[src/hw/rtl/lfs_pkg.sv]
package lfs_pkg;

  localparam int unsigned PwmBits = 16;
  localparam logic [16:0] PwmMax = 17'((1 << PwmBits) - 1);
  localparam logic [16:0] OutMax = 17'(2 * ((1 << PwmBits) - 1));
  localparam logic [16:0] MidVal = 17'h00EFF;

  localparam logic [1:0] LvlOff = 2'd0;
  localparam logic [1:0] LvlMid = 2'd1;
  localparam logic [1:0] LvlMax = 2'd2;
  localparam logic [1:0] LvlCur = 2'd3;

  localparam logic [1:0] GeoPar = 2'd0;
  localparam logic [1:0] GeoSeq = 2'd1;

  localparam logic [1:0] RegGeom  = 2'd0;
  localparam logic [1:0] RegSteps = 2'd1;

  typedef enum logic [3:0] {
    CORE_IDLE,
    CORE_LOG_SQ,
    CORE_LOG_NRM,
    CORE_MUL,
    CORE_DIV,
    CORE_EXP_INIT,
    CORE_EXP_LOAD,
    CORE_EXP_SQRT,
    CORE_EXP_NEXT,
    CORE_DONE
  } core_state_e;

  typedef struct packed {
    logic [16:0] range_v;
    logic [15:0] k;
    logic [15:0] last;
    logic [16:0] lo;
  } core_req_t;

  function automatic logic [16:0] level_value(input logic [1:0] code);
    logic [16:0] v;
    case (code)
      LvlMid:  v = MidVal;
      LvlMax:  v = OutMax;
      default: v = '0;
    endcase
    return v;
  endfunction

  // returns {led1, led0}
  function automatic logic [31:0] split_duty(input logic [19:0] value, input logic par);
    logic [16:0] v;
    logic [15:0] a;
    logic [15:0] b;
    v = (value > {3'b0, OutMax}) ? OutMax : value[16:0];
    if (par) begin
      a = v[16:1];
      b = v[16:1];
    end else if (v < PwmMax) begin
      a = v[15:0];
      b = '0;
    end else begin
      a = PwmMax[15:0];
      b = 16'(v - PwmMax);
    end
    return {b, a};
  endfunction

endpackage

[src/hw/rtl/lfs_core.sv]
module lfs_core (
  input  logic              clk_i,
  input  logic              rst_ni,
  input  logic              start_i,
  input  lfs_pkg::core_req_t req_i,
  output logic              done_o,
  output logic [19:0]       value_o
);
  import lfs_pkg::*;

  core_state_e st_q, st_d;
  logic [5:0]  cnt_q;
  logic [3:0]  i_q;
  logic [30:0] x_q;
  logic [61:0] p_q;
  logic [4:0]  n_q;
  logic [15:0] frac_q;
  logic [15:0] k_q;
  logic [15:0] last_q;
  logic [16:0] lo_q;
  logic [36:0] acc_q;
  logic [15:0] rem_q;
  logic [30:0] y_q;
  logic [63:0] rad_q;
  logic [63:0] root_q;
  logic [63:0] bit_q;

  logic [4:0]  n_lead;
  logic [31:0] sq;
  logic [16:0] dv_t;
  logic        dv_ge;
  logic [63:0] sum;
  logic [31:0] v_in;
  logic [4:0]  ei;
  logic [46:0] shl;
  logic [16:0] ex;

  always_comb begin
    n_lead = '0;
    for (int j = 0; j < 17; j++) begin
      if (req_i.range_v[j]) n_lead = 5'(j);
    end
  end

  assign sq    = p_q[61:30];
  assign dv_t  = {rem_q, acc_q[36]};
  assign dv_ge = dv_t >= {1'b0, last_q};
  assign sum   = root_q + bit_q;
  assign v_in  = acc_q[i_q] ? {y_q, 1'b0} : {1'b0, y_q};
  assign ei    = (acc_q[20:16] > 5'd16) ? 5'd16 : acc_q[20:16];
  assign shl   = ({16'b0, y_q} << ei) + 47'(1 << 29);
  assign ex    = shl[46:30];

  always_comb begin
    st_d = st_q;
    case (st_q)
      CORE_IDLE:     if (start_i) st_d = CORE_LOG_SQ;
      CORE_LOG_SQ:   st_d = CORE_LOG_NRM;
      CORE_LOG_NRM:  st_d = (cnt_q == 6'd15) ? CORE_MUL : CORE_LOG_SQ;
      CORE_MUL:      st_d = CORE_DIV;
      CORE_DIV:      if (cnt_q == 6'd36) st_d = CORE_EXP_INIT;
      CORE_EXP_INIT: st_d = CORE_EXP_LOAD;
      CORE_EXP_LOAD: st_d = CORE_EXP_SQRT;
      CORE_EXP_SQRT: if (cnt_q == 6'd31) st_d = CORE_EXP_NEXT;
      CORE_EXP_NEXT: st_d = (i_q == 4'd15) ? CORE_DONE : CORE_EXP_LOAD;
      CORE_DONE:     st_d = CORE_IDLE;
      default:       st_d = CORE_IDLE;
    endcase
  end

  always_comb begin
    done_o  = (st_q == CORE_DONE);
    value_o = 20'({3'b0, lo_q} + {3'b0, ex} - 20'd1);
  end

  always_ff @(posedge clk_i or negedge rst_ni) begin
    if (!rst_ni) begin
      st_q  <= CORE_IDLE;
      cnt_q <= '0;
      i_q   <= '0;
    end else begin
      st_q <= st_d;
      case (st_q)
        CORE_IDLE:     cnt_q <= '0;
        CORE_LOG_NRM:  cnt_q <= (cnt_q == 6'd15) ? 6'd0 : cnt_q + 6'd1;
        CORE_DIV:      cnt_q <= cnt_q + 6'd1;
        CORE_EXP_INIT: i_q <= '0;
        CORE_EXP_LOAD: cnt_q <= '0;
        CORE_EXP_SQRT: cnt_q <= cnt_q + 6'd1;
        CORE_EXP_NEXT: i_q <= i_q + 4'd1;
        default: ;
      endcase
    end
  end

  always_ff @(posedge clk_i) begin
    case (st_q)
      CORE_IDLE: begin
        if (start_i) begin
          x_q    <= 31'({14'b0, req_i.range_v} << (5'd30 - n_lead));
          n_q    <= n_lead;
          frac_q <= '0;
          k_q    <= req_i.k;
          last_q <= req_i.last;
          lo_q   <= req_i.lo;
        end
      end
      CORE_LOG_SQ: p_q <= {31'b0, x_q} * {31'b0, x_q};
      CORE_LOG_NRM: begin
        if (sq[31]) begin
          x_q    <= sq[31:1];
          frac_q <= {frac_q[14:0], 1'b1};
        end else begin
          x_q    <= sq[30:0];
          frac_q <= {frac_q[14:0], 1'b0};
        end
      end
      CORE_MUL: begin
        acc_q <= {21'b0, k_q} * {16'b0, n_q, frac_q};
        rem_q <= '0;
      end
      CORE_DIV: begin
        rem_q <= dv_ge ? 16'(dv_t - {1'b0, last_q}) : dv_t[15:0];
        acc_q <= {acc_q[35:0], dv_ge};
      end
      CORE_EXP_INIT: y_q <= 31'(1 << 30);
      CORE_EXP_LOAD: begin
        rad_q  <= {2'b0, v_in, 30'b0};
        root_q <= '0;
        bit_q  <= 64'(1) << 62;
      end
      CORE_EXP_SQRT: begin
        if (rad_q >= sum) begin
          rad_q  <= rad_q - sum;
          root_q <= (root_q >> 1) + bit_q;
        end else begin
          root_q <= root_q >> 1;
        end
        bit_q <= bit_q >> 2;
      end
      CORE_EXP_NEXT: y_q <= root_q[30:0];
      default: ;
    endcase
  end

endmodule

[src/hw/rtl/log_fade_two_led_split_top.sv]
// Exponential LED fade, two channels. Each input transaction is one fade step;
// one output transaction follows with both duty values. Equal levels or
// fewer than two steps are answered in the next cycle; a real fade step runs
// through a shared sequencer (16 log2 squarings, each a square and a
// normalise, a bit-serial divide, then 16 square roots, each with load and
// store), so the result is registered once the sequencer reaches its done
// state, and the next input is taken only once that result has been taken.
// One step is in flight at a time; input is not taken while a result
// waits on the output. Config writes are taken at any time but belong in idle.
module log_fade_two_led_split_top (
  input  logic        clk_i,
  input  logic        rst_ni,
  input  logic        s_axis_tvalid,
  output logic        s_axis_tready,
  // [1:0] from_level, [3:2] to_level, [19:4] step_index, [36:20] current_pwm
  input  logic [39:0] s_axis_tdata,
  output logic        m_axis_tvalid,
  input  logic        m_axis_tready,
  // [15:0] led0_duty, [31:16] led1_duty
  output logic [31:0] m_axis_tdata,
  input  logic        cfg_valid_i,
  output logic        cfg_ready_o,
  input  logic [1:0]  cfg_addr_i,
  input  logic [15:0] cfg_data_i
);
  import lfs_pkg::*;

  logic [1:0]  geom_q;
  logic [15:0] steps_q;
  logic [1:0]  last_start_q;
  logic [16:0] capt_q;
  logic        busy_q;
  logic        par_q;
  logic        m_valid_q;
  logic [31:0] m_data_q;

  logic [1:0]  from_l, to_l;
  logic [15:0] step_in;
  logic [16:0] pwm_in, pwm_sat, capt_new, vto, vfrom, hi, lo;
  logic [15:0] last, stepc, k;
  logic        special, autom, rising, in_acc, core_done;
  logic [19:0] core_value;
  core_req_t   req;

  assign from_l  = s_axis_tdata[1:0];
  assign to_l    = s_axis_tdata[3:2];
  assign step_in = s_axis_tdata[19:4];
  assign pwm_in  = s_axis_tdata[36:20];

  assign s_axis_tready = !busy_q && !m_valid_q;
  assign in_acc        = s_axis_tvalid && s_axis_tready;
  assign m_axis_tvalid = m_valid_q;
  assign m_axis_tdata  = m_data_q;
  assign cfg_ready_o   = 1'b1;

  always_comb begin
    autom    = (geom_q != GeoPar) && (geom_q != GeoSeq);
    vto      = level_value(to_l);
    special  = (from_l == to_l) || (steps_q < 16'd2);
    pwm_sat  = (pwm_in > OutMax) ? OutMax : pwm_in;
    capt_new = (last_start_q != LvlCur) ? pwm_sat : capt_q;
    vfrom    = (from_l == LvlCur) ? capt_new : level_value(from_l);
    last     = steps_q - 16'd1;
    stepc    = (step_in > last) ? last : step_in;
    rising   = vfrom < vto;
    hi       = rising ? vto : vfrom;
    lo       = rising ? vfrom : vto;
    k        = rising ? stepc : 16'(last - stepc);
    req.range_v = 17'(hi - lo + 17'd1);
    req.k       = k;
    req.last    = last;
    req.lo      = lo;
  end

  lfs_core u_core (
    .clk_i   (clk_i),
    .rst_ni  (rst_ni),
    .start_i (in_acc && !special),
    .req_i   (req),
    .done_o  (core_done),
    .value_o (core_value)
  );

  always_ff @(posedge clk_i or negedge rst_ni) begin
    if (!rst_ni) begin
      geom_q       <= 2'd2;
      steps_q      <= 16'd256;
      last_start_q <= LvlOff;
      capt_q       <= '0;
      busy_q       <= 1'b0;
      m_valid_q    <= 1'b0;
      par_q        <= 1'b0;
    end else begin
      if (cfg_valid_i) begin
        if (cfg_addr_i == RegGeom)  geom_q  <= cfg_data_i[1:0];
        if (cfg_addr_i == RegSteps) steps_q <= cfg_data_i;
      end
      if (m_valid_q && m_axis_tready) m_valid_q <= 1'b0;
      if (in_acc) begin
        if (special) begin
          m_valid_q <= 1'b1;
        end else begin
          busy_q       <= 1'b1;
          par_q        <= autom ? !rising : (geom_q == GeoPar);
          last_start_q <= from_l;
          if (from_l == LvlCur) capt_q <= capt_new;
        end
      end
      if (core_done) begin
        busy_q    <= 1'b0;
        m_valid_q <= 1'b1;
      end
    end
  end

  always_ff @(posedge clk_i) begin
    if (in_acc && special) begin
      m_data_q <= split_duty({3'b0, (from_l == to_l) ? vto : 17'd0},
                             autom || (geom_q == GeoPar));
    end else if (core_done) begin
      m_data_q <= split_duty(core_value, par_q);
    end
  end

endmodule

[config.mk]
export PLATFORM = sky130hd
export DESIGN_NAME = log_fade_two_led_split_top
export DESIGN_NICKNAME = d
export VERILOG_FILES = /design/src/hw/rtl/lfs_pkg.sv /design/src/hw/rtl/lfs_core.sv /design/src/hw/rtl/log_fade_two_led_split_top.sv
export SDC_FILE = /design/constraint.sdc
export NUM_CORES = 2
export LEC_CHECK = 0
export BUFFER_PORTS_ARGS = -buffer_cell sky130_fd_sc_hd__buf_4
export CAP_MARGIN = 20
export CORE_MARGIN = 2
export CORE_UTILIZATION = 55
export CTS_BUF_LIST = sky130_fd_sc_hd__clkbuf_4 sky130_fd_sc_hd__clkbuf_8
export CTS_CLUSTER_SIZE = 20
export DETAILED_ROUTE_END_ITERATION = 8
export GPL_TIMING_DRIVEN = 0
export PLACE_DENSITY = 0.82
export SYNTH_ARGS = -nofsm -noshare
export SYNTH_HDL_FRONTEND = slang
export SYNTH_SLANG_ARGS = --single-unit
[constraint.sdc]
create_clock -name clk_i -period 29.4 [get_ports clk_i]
set_input_delay 2.94 -clock clk_i [delete_from_list [all_inputs] [get_ports clk_i]]
set_output_delay 2.94 -clock clk_i [all_outputs]
set_load 0.05 [all_outputs]
==> metrics.md <==
| Metric | Value |
|---|---|
| Routed via count | roughly 57000 |
| Largest cells by area after synthesis | fa_1, edfxtp_1, ha_1 |
| Synth warn | 0 |
| Fin crit period | 12.35 ns |
| Yosys top cell area share | between 20 and 30% |
| Initial antenna violation count | 7 |
| Post-Syn Area per Cell | 9.33 µm² |
| Synth Instances | 7630 |
| DRT iter0 DRCs | 5512 |
| Post-synth EDFFs | about 410 |
| Syn_nets | between 9000 and 10000 |
| Share of layout cells above drive strength 1 | between 5 and 6% |
| DP HPWL | between 150000 and 200000 µm |
| Crit start category | input port |
| Synth Register Bits | ~460 |
| Top Ports | a little under 100 |
| Die Wd | 364 µm |
| Worst clock skew | between 0.04 and 0.05 ns |
| Cts bufs inserted | 77 |
| Cell Area, Placed | between 70000 and 80000 µm² |
| PortBufs | 93 |
| Die area | roughly 130000 µm² |
| Final Max Tran Viols | 0 |
| Pleak | about 35 nW |
| Area of the core | ~130000 µm² |
| Multi-input logic area | between 50000 and 60000 µm² |
| Post-CTS Repair Setup Buffers | 0 |
| Initial Util | between 50% and 60% |
| Post-DRT Antenna Nets | 0 |
| Worst Tran Pin Value | between 1 and 1.5 ns |
| Via density per instance | roughly 6.0 |
| Area leader, netlist | fa_1 |
| FF+latch area | between 10000 and 15000 µm² |
| Tcrit/Tclk final | roughly 42% |
| Layout Nets | about 9500 |
| Hold Crit Class | reg -> reg |
| Reg clk slew, reported paths | roughly 0.060 ns |
| Tot Pwr | roughly 0.0022 W |
| Post-cts resize count | 0 |
| RSZ-0062 raised after global routing | no |
| Placed cell count | 9477 |
| Clock latency on the worst-skew pair | between 0.7 and 0.8 ns |
| Largest net degree at the start of global routing | 61 |
| Synth-to-layout area growth | 6.70% |
| Synth Cell Area | ~70000 µm² |
| Async S/R FF share, synth | a little under an eighth |
| Pwr/cell area | ~29 nW/µm² |
| Crit path kind | in -> reg |
| Fmax | a little over 80 MHz |
| Wire length per cell | between 20 and 25 µm |
| Layout Cells excl Fill | roughly 9600 |
| CTS sink count | 463 |
| Critical Path Most Common Cell | clkbuf_1 |
| Max-slew headroom | around 22% |
| Row count | 132 |
| Filler cell count | between 10000 and 15000 |
| CTS tree | built |
| H-Tree Depth | 3 |
| Netlist cell types | 100 |
| Status | complete, no violations |
| Design area | 76000 µm² |
| Worst path max stage delay | 0.56 ns |
| CP Capture Type | register |
| Pre-antenna DRT Iters | 9 |
| Crit-path slowest cell | clkbuf_1 |
| Top FF cell, synth | edfxtp_1 |
| Max-cap violations | 0 |
| Sequential area share after synthesis | 19.1% |
| Setup TNS | 0 ns |
| Peak VDD IR | between 0.05 and 0.06 mV |
| CTS Root Cell | clkbuf_8 |
| GPL Wtd Cong | roughly 1.0 |
| Fin. Hold Viols | 0 |
| Global-route wire length before repair | roughly 330000 µm |
| Grt total ovfl | 0 |
| CP required | between 20 and 30 ns |
| Max FO, Critical Path | 10 |
| Setup Viol. Count Final | 0 |
| # hold bufs at CTS | 0 |
| Clock Path Buffers | 3 |
| Arr. time, crit path | 12.80 ns |
| Routed WL | about 210000 µm |
| Fin Hold WS | between 0.5 and 0.6 ns |
| Number of global-route vias before repair | 59700 |
| GRT Total Usage | between 30% and 40% |
| Die Span Y | around 360 µm |
| DRC violations left | 0 |
## placed cells by master (no fill, tap or decap), drive strengths merged, types with 65 or more instances in the layout
cell and count:
clkbuf 374, a21o 118, fa 1019, a31oi 83, and2 371, nand2 833
edfxtp 409, xnor2 175, nor3 76, nand3 110, xor2 162, ha 607
buf 123, a211oi 65, a21oi 302, inv 1309, nor2 458, nor2b 66
o21ai 271, mux2i 135
## registers in the layout, summed over array words and instances (netlist names), 17 cells and up
name / flops
u_core.acc_q: 37
capt_q: 17
u_core.bit_q: 32
u_core.y_q: 31
u_core.root_q: 64
u_core.x_q: 31
u_core.rad_q: 64
u_core.p_q: 32
u_core.lo_q: 17
m_axis_tdata: 32
## layout make-up
| type | instances | area share [%] |
|---|---|---|
| Multi-Input combinational cell | 5561 | 67.9 |
| Antenna cell | 4 | 0.0132 |
| Clock buffer | 98 | 1.63 |
| Inverter | 1313 | 6.49 |
| Sequential cell | 463 | 17.9 |
| Tap cell | 1742 | 2.87 |
| Timing Repair Buffer | 106 | 1.22 |
| Clock inverter | 44 | 0.494 |
| Buffer | 293 | 1.47 |
## worst paths after layout
check / from / endpoint / slack (ns) / cells past startpoint
min: capt_q[8] / capt_q[8] / 0.51 / 1
min reg2reg: capt_q[8] / capt_q[8] / 0.51 / 1
max: s_axis_tdata[0] / u_core.x_q[24] / 17.05 / 37
max in group asynchronous: rst_ni / u_core.cnt_q[0] / 26.54 / 1
min in group asynchronous: rst_ni / steps_q[11] / 2.27 / 1
max reg2reg: u_core.x_q[9] / u_core.p_q[57] / 18.54 / 31
## routing by layer
layer	track usage, %	share of wire, %	up-vias
li1	-	-	25400
met1	40.1	38	28400
met2	52.8	47	2797
met3	6.05	9.1	742
met4	16.4	6.0	6
met5	0	0.016	-
## Yosys cell counts, types with 54 or more instances
cell type and instances:
nand4_1 63, xnor2_1 175, fa_1 1019, mux2_2 56
clkbuf_1 274, nand3_1 110, nand2b_1 54, edfxtp_1 409
ha_1 607, xor2_1 161, a211oi_1 64, and2_1 369
nand2_1 832, nor2_1 458, o21ai_0 268, mux2i_1 135
a31oi_1 82, a21o_1 118, inv_1 1304, nor3_1 76
nor2b_1 66, a21oi_1 302
## power by group
group,switching [W],internal (W)
registers,0.0000144,0.000760
logic,0.000493,0.000302
clock network,0.000297,0.000325
total,0.000804,0.00139
## stage by stage
step                utilization (%)  setup slack [ns]
floorplan                         -             18.85
global placement               57.4             14.80
detailed placement             57.6             16.72
CTS                            58.9             17.54
global route                   58.9             16.59
finish                         58.9             17.05
## cell families (layout without fill, tap and decap cells)
family          Yosys count  count (layout)  share of synthesized area, %
mux                     210             210                          3.37
buf+inv                1606            1854                          8.49
xor+xnor                339             339                          4.22
other cells               1               5                       0.00527
fa+ha+maj              1626            1626                          39.3
compound gates         1183            1183                          10.8
flops                   463             463                          19.1
simple gates           2202            2202                          14.7
## worst max-delay path: cells and delay by family
| kind | cells | cell delay [ns] |
|---|---|---|
| adder cells (fa/ha/maj) | 4 | 1.18 |
| multiplexers | 2 | 0.77 |
| AND/OR/NAND/NOR | 10 | 1.66 |
| AO/OA/AOI/OAI | 9 | 2.62 |
| buffers and inverters | 12 | 3.64 |
Note: power is estimated with default switching activity, not from simulation.
